[src/rtl/x86enc_pkg.sv]
// Shared types and constants for the x86 subset instruction encoder.
// Used by the front, queue, back and top-level modules; depends on nothing.
package x86enc_pkg;

  // Width of the running output offset; addresses wrap at this width
  localparam int OFFSET_BITS = 16;
  // Signed width that holds target - (offset + length) exactly
  localparam int REL_BITS = ((OFFSET_BITS > 16) ? OFFSET_BITS : 16) + 2;

  // Depth of the request queue between front and back
  localparam int QDEPTH = 2;
  localparam int QPTR_BITS = (QDEPTH > 1) ? $clog2(QDEPTH) : 1;

  // Longest instruction in bytes
  localparam int MAX_BYTES = 6;

  // Instruction kinds as they arrive
  typedef enum logic [4:0] {
    OP_MOV_RR  = 5'd0,
    OP_MOV_LD  = 5'd1,
    OP_MOV_ST  = 5'd2,
    OP_MOV_IMM = 5'd3,
    OP_ADD_RR  = 5'd4,
    OP_SUB_RR  = 5'd5,
    OP_CMP_RR  = 5'd6,
    OP_ADD_IMM = 5'd7,
    OP_SUB_IMM = 5'd8,
    OP_CMP_IMM = 5'd9,
    OP_INT     = 5'd10,
    OP_INC     = 5'd11,
    OP_DEC     = 5'd12,
    OP_JMP     = 5'd13,
    OP_JE      = 5'd14,
    OP_JNE     = 5'd15,
    OP_LOOP    = 5'd16,
    OP_PUSH    = 5'd17,
    OP_POP     = 5'd18,
    OP_RET     = 5'd19,
    OP_CALL    = 5'd20,
    OP_NOP     = 5'd21,
    OP_DATA    = 5'd22
  } op_t;

  // Opcode bytes
  localparam logic [7:0] OPC_MOV_STORE = 8'h89;
  localparam logic [7:0] OPC_MOV_LOAD  = 8'h8B;
  localparam logic [7:0] OPC_MOV_IMM   = 8'hB8;
  localparam logic [7:0] OPC_ADD_RR    = 8'h01;
  localparam logic [7:0] OPC_SUB_RR    = 8'h29;
  localparam logic [7:0] OPC_CMP_RR    = 8'h39;
  localparam logic [7:0] OPC_GRP1_IMM  = 8'h81;
  localparam logic [7:0] MODRM_ADD_IMM = 8'hC0;
  localparam logic [7:0] MODRM_SUB_IMM = 8'hE8;
  localparam logic [7:0] MODRM_CMP_IMM = 8'hF8;
  localparam logic [7:0] OPC_INT       = 8'hCD;
  localparam logic [7:0] OPC_INC       = 8'h40;
  localparam logic [7:0] OPC_DEC       = 8'h48;
  localparam logic [7:0] OPC_JMP       = 8'hE9;
  localparam logic [7:0] OPC_TWO_BYTE  = 8'h0F;
  localparam logic [7:0] OPC_JE_2ND    = 8'h84;
  localparam logic [7:0] OPC_JNE_2ND   = 8'h85;
  localparam logic [7:0] OPC_LOOP      = 8'hE2;
  localparam logic [7:0] OPC_PUSH      = 8'h50;
  localparam logic [7:0] OPC_POP       = 8'h58;
  localparam logic [7:0] OPC_RET       = 8'hC3;
  localparam logic [7:0] OPC_CALL      = 8'hE8;
  localparam logic [7:0] OPC_NOP       = 8'h90;

  // One encoded instruction waiting for emission
  typedef struct packed {
    logic [MAX_BYTES-1:0][7:0] code;   // byte 0 is emitted first
    logic [2:0]                len;    // bytes to emit, 1 to 6
    logic [OFFSET_BITS-1:0]    start;  // offset of the first byte
    logic                      err;    // loop target out of range
  } enc_entry_t;

  // Queue status seen by front and back
  typedef struct packed {
    logic valid;
    logic full;
  } q_stat_t;

endpackage

[src/rtl/x86_subset_instruction_encoder.sv]
// Top level of the x86 subset instruction encoder: front, queue and back.
// Depends on x86enc_pkg, x86enc_front, x86enc_queue and x86enc_back.
//
// Each instruction request yields its machine-code bytes (1 to 6) through
// the back end's single byte lane, one result per cycle while m_tready
// holds, each tagged with its output offset; tlast marks the final byte.
// A new request is taken whenever the two-entry queue has room, so one-byte
// instructions stream at one per cycle while m_tready holds. A LOOP whose
// target is out of signed 8-bit range gives one result with tuser set, a
// zero byte and no offset advance. Unknown operation codes are taken and
// dropped. The user must write load_base through the cfg port only while
// the block is idle; the block does not enforce it.
module x86_subset_instruction_encoder import x86enc_pkg::*; (
  input  logic        clk,
  input  logic        rst,
  input  logic        cfg_valid,
  output logic        cfg_ready,
  input  logic [15:0] cfg_data,    // load_base
  input  logic        s_tvalid,
  output logic        s_tready,
  input  logic [55:0] s_tdata,     // first_reg[2:0], second_reg[5:3],
                                   // immediate[37:6], target_address[53:38]
  input  logic [5:0]  s_tuser,     // operation[4:0], imm_is_symbol[5]
  output logic        m_tvalid,
  input  logic        m_tready,
  output logic [23:0] m_tdata,     // code_byte[7:0], byte_address[23:8]
  output logic        m_tlast,     // last_of_run
  output logic [0:0]  m_tuser      // range_error[0]
);

  q_stat_t    q_stat;
  logic       push;
  logic       pop;
  enc_entry_t push_entry;
  enc_entry_t head;

  x86enc_front u_front (
    .clk        (clk),
    .rst        (rst),
    .cfg_valid  (cfg_valid),
    .cfg_ready  (cfg_ready),
    .cfg_data   (cfg_data),
    .s_tvalid   (s_tvalid),
    .s_tready   (s_tready),
    .s_tdata    (s_tdata),
    .s_tuser    (s_tuser),
    .q_stat     (q_stat),
    .push       (push),
    .push_entry (push_entry)
  );

  x86enc_queue u_queue (
    .clk        (clk),
    .rst        (rst),
    .push       (push),
    .push_entry (push_entry),
    .pop        (pop),
    .q_stat     (q_stat),
    .head       (head)
  );

  x86enc_back u_back (
    .clk      (clk),
    .rst      (rst),
    .q_stat   (q_stat),
    .head     (head),
    .pop      (pop),
    .m_tvalid (m_tvalid),
    .m_tready (m_tready),
    .m_tdata  (m_tdata),
    .m_tlast  (m_tlast),
    .m_tuser  (m_tuser)
  );

  // A range error is a lone zero byte
  a_err_alone: assert property (@(posedge clk) disable iff (rst)
    m_tvalid && m_tuser[0] |-> m_tlast && (m_tdata[7:0] == 8'd0))
    else $error("range error result not a lone zero byte");

  // Bytes of one instruction follow without a gap
  a_run_no_gap: assert property (@(posedge clk) disable iff (rst)
    m_tvalid && m_tready && !m_tlast |=> m_tvalid)
    else $error("gap inside an instruction's byte run");

  // No result appears from an empty queue
  a_no_phantom: assert property (@(posedge clk) disable iff (rst)
    !q_stat.valid && !m_tvalid |=> !m_tvalid)
    else $error("result produced with nothing queued");

  // A queued request reaches the output stage when it is free
  a_drain: assert property (@(posedge clk) disable iff (rst)
    q_stat.valid && !m_tvalid |=> m_tvalid)
    else $error("queued request not moved to the output");

endmodule

[src/rtl/x86enc_front.sv]
// Front end: takes instruction requests, encodes them into byte groups and
// tracks the output offset. Depends on x86enc_pkg.
module x86enc_front import x86enc_pkg::*; (
  input  logic         clk,
  input  logic         rst,
  input  logic         cfg_valid,
  output logic         cfg_ready,
  input  logic [15:0]  cfg_data,
  input  logic         s_tvalid,
  output logic         s_tready,
  input  logic [55:0]  s_tdata,
  input  logic [5:0]   s_tuser,
  input  q_stat_t      q_stat,
  output logic         push,
  output enc_entry_t   push_entry
);

  logic [15:0]            load_base;
  logic [OFFSET_BITS-1:0] offset;

  op_t                    op;
  logic [2:0]             f;
  logic [2:0]             s;
  logic [31:0]            imm;
  logic [15:0]            target;
  logic [31:0]            imm_eff;
  logic [2:0]             len;
  logic                   known;
  logic signed [REL_BITS-1:0] rel;
  logic [31:0]            rel32;
  logic                   loop_err;
  logic                   accept;
  logic [2:0]             advance;

  assign cfg_ready = 1'b1;
  assign s_tready  = !q_stat.full;
  assign accept    = s_tvalid && s_tready;

  // Unpack the request
  assign op     = op_t'(s_tuser[4:0]);
  assign f      = s_tdata[2:0];
  assign s      = s_tdata[5:3];
  assign imm    = s_tdata[37:6];
  assign target = s_tdata[53:38];

  // Relocate symbol-derived immediates
  assign imm_eff = s_tuser[5] ? (imm + {16'd0, load_base}) : imm;

  // Instruction length
  always_comb begin
    known = 1'b1;
    unique case (op)
      OP_INC, OP_DEC, OP_PUSH, OP_POP, OP_RET, OP_NOP, OP_DATA: len = 3'd1;
      OP_MOV_RR, OP_MOV_LD, OP_MOV_ST, OP_ADD_RR, OP_SUB_RR, OP_CMP_RR,
      OP_INT, OP_LOOP: len = 3'd2;
      OP_MOV_IMM, OP_JMP, OP_CALL: len = 3'd5;
      OP_ADD_IMM, OP_SUB_IMM, OP_CMP_IMM, OP_JE, OP_JNE: len = 3'd6;
      default: begin
        len   = 3'd0;
        known = 1'b0;
      end
    endcase
  end

  // Branch displacement from the offset just past the instruction
  assign rel = $signed(REL_BITS'(target))
             - $signed(REL_BITS'(offset) + REL_BITS'(len));
  assign rel32    = 32'(rel);
  assign loop_err = (op == OP_LOOP) && ((rel < -128) || (rel > 127));

  // Build the byte group
  always_comb begin
    push_entry       = '0;
    push_entry.len   = len;
    push_entry.start = offset;
    unique case (op)
      OP_MOV_RR: begin
        push_entry.code[0] = OPC_MOV_STORE;
        push_entry.code[1] = {2'b11, s, f};
      end
      OP_MOV_LD: begin
        push_entry.code[0] = OPC_MOV_LOAD;
        push_entry.code[1] = {2'b00, f, s};
      end
      OP_MOV_ST: begin
        push_entry.code[0] = OPC_MOV_STORE;
        push_entry.code[1] = {2'b00, s, f};
      end
      OP_MOV_IMM: begin
        push_entry.code[0]   = OPC_MOV_IMM | {5'd0, f};
        push_entry.code[4:1] = imm_eff;
      end
      OP_ADD_RR, OP_SUB_RR, OP_CMP_RR: begin
        push_entry.code[0] = (op == OP_ADD_RR) ? OPC_ADD_RR :
                             (op == OP_SUB_RR) ? OPC_SUB_RR : OPC_CMP_RR;
        push_entry.code[1] = {2'b11, s, f};
      end
      OP_ADD_IMM, OP_SUB_IMM, OP_CMP_IMM: begin
        push_entry.code[0]   = OPC_GRP1_IMM;
        push_entry.code[1]   = ((op == OP_ADD_IMM) ? MODRM_ADD_IMM :
                                (op == OP_SUB_IMM) ? MODRM_SUB_IMM : MODRM_CMP_IMM)
                             | {5'd0, f};
        push_entry.code[5:2] = imm_eff;
      end
      OP_INT: begin
        push_entry.code[0] = OPC_INT;
        push_entry.code[1] = imm_eff[7:0];
      end
      OP_INC:  push_entry.code[0] = OPC_INC | {5'd0, f};
      OP_DEC:  push_entry.code[0] = OPC_DEC | {5'd0, f};
      OP_JMP, OP_CALL: begin
        push_entry.code[0]   = (op == OP_JMP) ? OPC_JMP : OPC_CALL;
        push_entry.code[4:1] = rel32;
      end
      OP_JE, OP_JNE: begin
        push_entry.code[0]   = OPC_TWO_BYTE;
        push_entry.code[1]   = (op == OP_JE) ? OPC_JE_2ND : OPC_JNE_2ND;
        push_entry.code[5:2] = rel32;
      end
      OP_LOOP: begin
        if (loop_err) begin
          // Single flagged result with a zero byte
          push_entry.len = 3'd1;
          push_entry.err = 1'b1;
        end else begin
          push_entry.code[0] = OPC_LOOP;
          push_entry.code[1] = rel32[7:0];
        end
      end
      OP_PUSH: push_entry.code[0] = OPC_PUSH | {5'd0, f};
      OP_POP:  push_entry.code[0] = OPC_POP | {5'd0, f};
      OP_RET:  push_entry.code[0] = OPC_RET;
      OP_NOP:  push_entry.code[0] = OPC_NOP;
      OP_DATA: push_entry.code[0] = imm_eff[7:0];
      default: push_entry.code = '0;
    endcase
  end

  // Queue an entry for every known instruction; drop unknown codes
  assign push    = accept && known;
  assign advance = loop_err ? 3'd0 : len;

  // Hold configuration and the running offset
  always_ff @(posedge clk) begin
    if (rst) begin
      load_base <= '0;
      offset    <= '0;
    end else begin
      if (cfg_valid && cfg_ready) begin
        load_base <= cfg_data;
      end
      if (push) begin
        offset <= OFFSET_BITS'(offset + OFFSET_BITS'(advance));
      end
    end
  end

endmodule

[src/rtl/x86enc_queue.sv]
// Short request queue between the encoder front and the byte emitter.
// Depends on x86enc_pkg.
module x86enc_queue import x86enc_pkg::*; (
  input  logic       clk,
  input  logic       rst,
  input  logic       push,
  input  enc_entry_t push_entry,
  input  logic       pop,
  output q_stat_t    q_stat,
  output enc_entry_t head
);

  enc_entry_t           entries [QDEPTH];
  logic [QPTR_BITS-1:0] wr_ptr;
  logic [QPTR_BITS-1:0] rd_ptr;
  logic [QPTR_BITS:0]   count;

  assign q_stat.valid = (count != '0);
  assign q_stat.full  = (count == (QPTR_BITS+1)'(QDEPTH));
  assign head         = entries[rd_ptr];

  // Store entries
  always_ff @(posedge clk) begin
    if (push) begin
      entries[wr_ptr] <= push_entry;
    end
  end

  // Advance pointers and track fill
  always_ff @(posedge clk) begin
    if (rst) begin
      wr_ptr <= '0;
      rd_ptr <= '0;
      count  <= '0;
    end else begin
      if (push) begin
        wr_ptr <= (wr_ptr == QPTR_BITS'(QDEPTH - 1)) ? '0 : QPTR_BITS'(wr_ptr + 1'b1);
      end
      if (pop) begin
        rd_ptr <= (rd_ptr == QPTR_BITS'(QDEPTH - 1)) ? '0 : QPTR_BITS'(rd_ptr + 1'b1);
      end
      unique case ({push, pop})
        2'b10:   count <= count + 1'b1;
        2'b01:   count <= count - 1'b1;
        default: count <= count;
      endcase
    end
  end

endmodule

[src/rtl/x86enc_back.sv]
// Back end: walks the head entry into the output register one byte per cycle
// while the output is not stalled. Depends on x86enc_pkg.
module x86enc_back import x86enc_pkg::*; (
  input  logic        clk,
  input  logic        rst,
  input  q_stat_t     q_stat,
  input  enc_entry_t  head,
  output logic        pop,
  output logic        m_tvalid,
  input  logic        m_tready,
  output logic [23:0] m_tdata,
  output logic        m_tlast,
  output logic [0:0]  m_tuser
);

  logic [2:0]             idx;
  logic                   take;
  logic                   last_byte;
  logic [OFFSET_BITS-1:0] addr;
  logic [7:0]             code_byte;
  logic [15:0]            byte_address;
  logic                   err;

  assign take      = q_stat.valid && (!m_tvalid || m_tready);
  assign last_byte = head.err || (idx == (head.len - 3'd1));
  assign pop       = take && last_byte;
  assign addr      = OFFSET_BITS'(head.start + OFFSET_BITS'(idx));

  assign m_tdata   = {byte_address, code_byte};
  assign m_tuser   = err;

  // Load the next byte when the output register frees up
  always_ff @(posedge clk) begin
    if (rst) begin
      m_tvalid <= 1'b0;
      idx      <= '0;
    end else begin
      if (take) begin
        m_tvalid <= 1'b1;
        idx      <= last_byte ? 3'd0 : idx + 3'd1;
      end else if (m_tready) begin
        m_tvalid <= 1'b0;
      end
    end
  end

  // Output payload
  always_ff @(posedge clk) begin
    if (take) begin
      code_byte    <= head.code[idx];
      byte_address <= 16'(addr);
      m_tlast      <= last_byte;
      err          <= head.err;
    end
  end

endmodule
[config.mk]
export PLATFORM = sky130hd
export DESIGN_NAME = x86_subset_instruction_encoder
export DESIGN_NICKNAME = d
export VERILOG_FILES = /design/src/rtl/x86enc_pkg.sv /design/src/rtl/x86_subset_instruction_encoder.sv /design/src/rtl/x86enc_front.sv /design/src/rtl/x86enc_queue.sv /design/src/rtl/x86enc_back.sv
export SDC_FILE = /design/constraint.sdc
export NUM_CORES = 1
export LEC_CHECK = 0
export ABC_CLOCK_PERIOD_IN_PS = 9100
export BUFFER_PORTS_ARGS = -buffer_cell sky130_fd_sc_hd__buf_2
export CORE_MARGIN = 2
export CORE_UTILIZATION = 60
export DETAILED_ROUTE_END_ITERATION = 8
export HOLD_SLACK_MARGIN = 0.05
export PLACE_DENSITY = 0.8
export REMOVE_ABC_BUFFERS = 1
export SLEW_MARGIN = 25
export SYNTH_ARGS = -nofsm -noshare
export SYNTH_HDL_FRONTEND = slang
export SYNTH_SLANG_ARGS = --single-unit
[constraint.sdc]
create_clock -name clk -period 9.1 [get_ports clk]
set_clock_uncertainty 0.1 [all_clocks]
set_input_delay 0.91 -clock clk [delete_from_list [all_inputs] [get_ports clk]]
set_output_delay 0.91 -clock clk [all_outputs]
set_load 0.02 [all_outputs]
-- Word level (Yosys, flattened, before mapping)
Memories as Yosys holds them, arrays and structs flattened. A register that Yosys moved wholly into a read port is not among the register bits.
Cells that the tools add are included.
- RAM bits: 136
- input bits: 83
- logic and storage cells: 110
- memories kept: 1
- flip-flop bits (word level): 66
- memory list (name ; words ; bits a word ; rd ports ; clocked after memory_dff ; wr ports ; line ; source):
    u_queue.entries ; 2 ; 68 ; 1 ; 1 ; 1 ; x86enc_queue.sv:13 ; enc_entry_t entries [QDEPTH];
- reduce and logical (&&, ||, !) cells: 26
- add/sub/neg operators: 11
- bitwise logic cells: 1
- multiplexer cells: 31
- eq/ne operators: 26
- $lt $le $gt $ge: 3
- operators by type and width (operator ; count):
    $pmux 8 s16 ; 1
    $pmux 24 s4 ; 1
    $pmux 8 s8 ; 1
    $eq 5x4->1 const B ; 8
    $eq 5x5->1 const B ; 7
    $add 16x3->16 ; 2
    $add 32x16->32 ; 1
    $mux 32 ; 1
    $bmux 8 s3 ; 1
    $mux 8 ; 3
    $reduce_or 23->1 ; 1
    $eq 5x3->1 const B ; 4
    $gt 18x8->1 const B ; 1
    $lt 18x8->1 const B ; 1
    $sub 16x17->18 ; 1
    $add 16x3->17 ; 1
    $mux 16 ; 1
    $pmux 8 s2 ; 1
    $mux 1 ; 13
    $mux 3 ; 4
    $pmux 3 s4 ; 1
    $eq 5x2->1 const B ; 2
    $mux 5 ; 2
    $reduce_or 3->1 ; 3
    other kinds (22) ; 36

-- Logic depth before layout (Yosys ltp)
- depth after elaboration: 10
- mapped depth: 30

-- By module
A second synthesis with hierarchy kept.
- cell total of the unflattened synthesis: 1101
- area, all modules: 12030.3 µm²
- by module, submodules not included (module ; area an instance (µm²) ; cells each ; times used ; seq. area each (µm²)):
    x86enc_front ; 5167.5 ; 729 ; 1 ; 640.6
    x86enc_queue ; 5116.2 ; 234 ; 1 ; 4184.0
    x86enc_back ; 1746.7 ; 138 ; 1 ; 860.8

-- Worst setup path after synthesis
No wires, ideal clock.
- path kind: input -> register
- from: input port s_tuser[1]
- to: register u_front.offset[12]
- path slack: 1984 ps
- arrival: 6888 ps
- path buffers: 3
- stages on the path: 27
- cells stage by stage: clkbuf_1 buf_1 buf_1 nor2_1 a221oi_1 fa_1 ha_1 or2_2 fa_1 a21o_1 a221oi_2 a21o_1 a311oi_1 or4_1 nor4_1 a22o_2 or3b_1 nand2_1 fa_1 nor2b_1 o21ai_0 nor2_1 and3_1 nor2b_1 nand3_1 xor2_1 nor2_1
- word-level cells in the longest chain between the ends: 10
- elaborated cells between the ends (all ways): 39
- those cells by class: add/sub: 3; order compare: 2; eq/ne: 22; mux: 3; reduce/logical: 9
- RTL lines (what ; line ; source):
    from (decl) ; x86_subset_instruction_encoder.sv:23 ; input logic [5:0] s_tuser,
    $eq 5x1->1, or another cell as far along ; x86enc_front.sv:52 ; unique case (op)
    $reduce_or 8->1, or another cell as far along ; x86enc_front.sv:52 ;
    $pmux 3 s4 ; x86enc_front.sv:52 ;
    $add 16x3->17 ; x86enc_front.sv:67 ; - $signed(REL_BITS'(offset) + REL_BITS'(len));
    $sub 16x17->18 ; x86enc_front.sv:67 ;
    $lt 18x8->1 / $gt 18x8->1 (equally long branches) ; x86enc_front.sv:69 ; assign loop_err = (op == OP_LOOP) && ((rel < -128) || (rel > 127));
    $logic_or 1x1->1 ; x86enc_front.sv:69 ;
    $logic_and 1x1->1 ; x86enc_front.sv:69 ;
    $mux 3 ; x86enc_front.sv:141 ; assign advance = loop_err ? 3'd0 : len;
    $add 16x3->16 ; x86enc_front.sv:153 ; offset <= OFFSET_BITS'(offset + OFFSET_BITS'(advance));
    to (signal assigned) ; x86enc_front.sv:153 ;
    to (decl) ; x86enc_front.sv:19 ; logic [OFFSET_BITS-1:0] offset;
Parallel ways exist; a longest one is shown, timed or not.
A chain may end at the register's enable or synchronous reset.

-- Worst setup path after layout
- from: input port s_tuser[3]
- to: register u_front.offset[13]
Same word-level chain as after synthesis.

==> impl_metrics.ini <==
[final_layout]
multi_input_area_mm2 = 0.00581
drive_gt1_share_pct = 16.6
area_growth_pct = 11.9
fin_nets = 1358
final_cell_mix = edfxtp_1 (162), buf_2 (108), nor2_1 (100), inv_1 (78), a21oi_1 (76)
regArea_mm2 = 0.00569
stdcell_area_mm2 = 0.0134
final_common_cell = edfxtp_1
num-fill-cells = 1497
finalNonFillerCells = 1495

[yosys]
ys_seq_area_share_pct = 47.3
synth_xor_area_share_pct = 5.84
postSynthAreaPerCell_um2 = 10.7
synthFlopType = edfxtp_1
synthArstFlopShare_pct = 0
yosys.area_share.simple_pct = 12.3
synthCells = 1127
ys_ff_latch = 203
syn_area_mm2 = 0.0120
yosys-top-cells-area = edfxtp_1 (41%), dfxtp_1 (6.8%), ha_1 (5.8%), mux4_2 (4.5%), mux2i_1 (3.7%)
synth.distinct_cells = 76
synth_top_family_by_area = compound AO/OA/AOI/OAI gates
synth.top_cell.area_share_pct = 40.5
synth_edf_count = 162
synth_adder_area_share_pct = 6.84
synth_compound_area_share_pct = 14.5
yosys_warnings = 0
yosys-mux-area-fraction_pct = 8.73
synth_area_leader_cell = edfxtp_1

[global_routing]
grt_pass1_vias = 8691
grt_overflow = 0
track_usage_pct = 27.6
grt_antenna_before_repair = 1
grt_pass1_wl_um = 46800
grt_start_max_net_pins = 64

[place]
dp_hpwl_um = 21400
portBuffers = 108
post_dp_cell_area_mm2 = 0.0127
place.gp.congestion = 0.902
pre_cts_slack_ns = 1.11
place_inst = 1454

[clocking]
insertion_delay_ns = 0.50
hold_buffers = 0
cts-root-buf = clkbuf_16
cts_setup_buffers = 0
cts_tree = done
path_clk_slew_ns = 0.06
ctsResizeCount = 0
cts_buffer_depth = 3
numCtsBuffers = 22
cts_sinks = 203
h-tree-depth = 1

[floorplanning]
core-area_mm2 = 0.0195
io_pins = 112
die_x_um = 145
start_util_pct = 61.5
rows = 51
dieArea_mm2 = 0.0212
die_y_um = 145

[worst_setup_path]
worstPathRequired_ns = 9.36
path_class = in2reg
end_kind = flip-flop
arrival_ns = 7.90
timing.rr.start = u_front.offset[0]
critical_path.max_fanout = 22
crit_start = s_tuser[3]
crit_path_start_kind = input pin

[sta]
finalWorstSetupSlack_ns = 1.46
rsz0062_at_grt = false
maxSlewHeadroom_pct = 26.2
final_max_slew_viol_count = 0
fin_worst_hold_slack_ns = 0.399
period_share_pct = 84.0
final-hold-violation-count = 0
fin_tns_setup_ns = 0
setup_violations = 0
fmax_ghz = 0.131
tightest_slew_ns = 1.10
min_period_ns = 7.64

[drt]
vias = 9159
drt_iter0_drc = 1047
routedWlPerCell_um = 19.7
avgViaCountPerCell = 6.13
drt-total-wl_um = 29500
drc = 0
antenna_left = 0
firstDrtPassIters = 5

[worst_hold_path]
hold_start = u_front.load_base[8]
hold_class = reg2reg

[power]
power.leakage_nw = 5.18
vdd_drop_max_mv = 0.168
pwr_density_cell_mw_per_mm2 = 227

[run_status]
outcome = completed

[flow_run]
cap_violations = 0
-- area by class of cell --
cell class	instances	share of cell area, %
tap	265	2.47
clock buffer	28	4.50
sequential	203	42.3
multi-input combinational	788	43.2
inverter	78	2.18
timing repair buffer	120	4.69
clock inverter	12	0.642
antenna	1	0.0186
-- where the power goes --
group | internal, W | leakage, nW | switching, W | total, W
logic | 0.000373 | 2.96 | 0.000579 | 0.000953
registers | 0.00120 | 1.88 | 0.0000512 | 0.00126
clock network | 0.000498 | 0.341 | 0.000347 | 0.000845
total | 0.00207 | 5.18 | 0.000977 | 0.00305
-- sequential cells by signal (all words and copies together), names as in the netlist, named ones only --
register             count
u_back.m_tlast           1
u_queue.rd_ptr           1
u_back.m_tvalid          1
u_queue.wr_ptr           1
u_back.m_tuser           1
u_queue.count            2
u_front.offset          16
u_front.load_base       16
u_back.code_byte         8
u_back.byte_address     16
u_queue.entries        136
u_back.idx               3
-- worst paths after layout --
path,end,slack [ns],depth (start not counted)
setup / recovery,u_front.offset[13],1.46,28
hold / removal,u_front.load_base[8],0.40,2
setup reg to reg,u_front.offset[13],2.83,24
hold reg to reg,u_front.load_base[8],0.40,2
-- routing by layer --
metal,wire length (µm),vias to the layer above,global-route usage (%)
li1,-,4346,-
met1,12500,4352,38.6
met2,13800,391,45.1
met3,2250,70,3.98
met4,975,0,8.73
met5,0,-,0
-- synthesized netlist by cell type (38+ instances only) --
library cell	instances
xor2_1	41
xnor2_1	39
dfxtp_1	41
ha_1	56
nand2_1	74
clkbuf_1	38
o21ai_0	45
a21oi_1	76
edfxtp_1	162
nor2_1	102
inv_1	78
mux2i_1	44
-- worst max-delay path, stage by stage --
cell and delay [ns]:
buf_2 0.34, nand2_1 0.25, a21oi_1 0.20, nor2_1 0.09, a221oi_1 0.46, fa_1 0.53
ha_1 0.20, or2_2 0.31, fa_1 0.40, a21o_1 0.23, a221oi_2 0.40, nor3_1 0.11
a311oi_1 0.60, or4_1 0.22, nor4_1 0.05, a22o_2 0.28, or3b_1 0.50, and2_1 0.21
ha_1 0.26, a21o_1 0.11, a21oi_1 0.09, nor2_1 0.18, and3_1 0.24, nand2_1 0.09
nor2_1 0.26, nand4_1 0.16, xor2_1 0.16, nor2_1 0.05
-- cell families after synthesis --
kind of cell | after synthesis
AOI/OAI and AO/OA | 264
xor gates and xnor gates | 80
adders and majority gates | 62
buffers and inverters | 136
DFF | 203
muxes | 74
other | 1
and+or+nand+nor | 307
-- through the flow --
| stage | util (%) | total power, W |
|---|---|---|
| 3_5_place_dp | 65.3 | 0.00222 |
| 6_report | 68.8 | 0.00305 |
| 2_1_floorplan | - | 0.00194 |
| 3_3_place_gp | 65.3 | 0.00219 |
| 5_1_grt | 68.8 | 0.00320 |
| 4_1_cts | 68.8 | 0.00307 |
No activity file was read; power rests on OpenSTA's default activity.
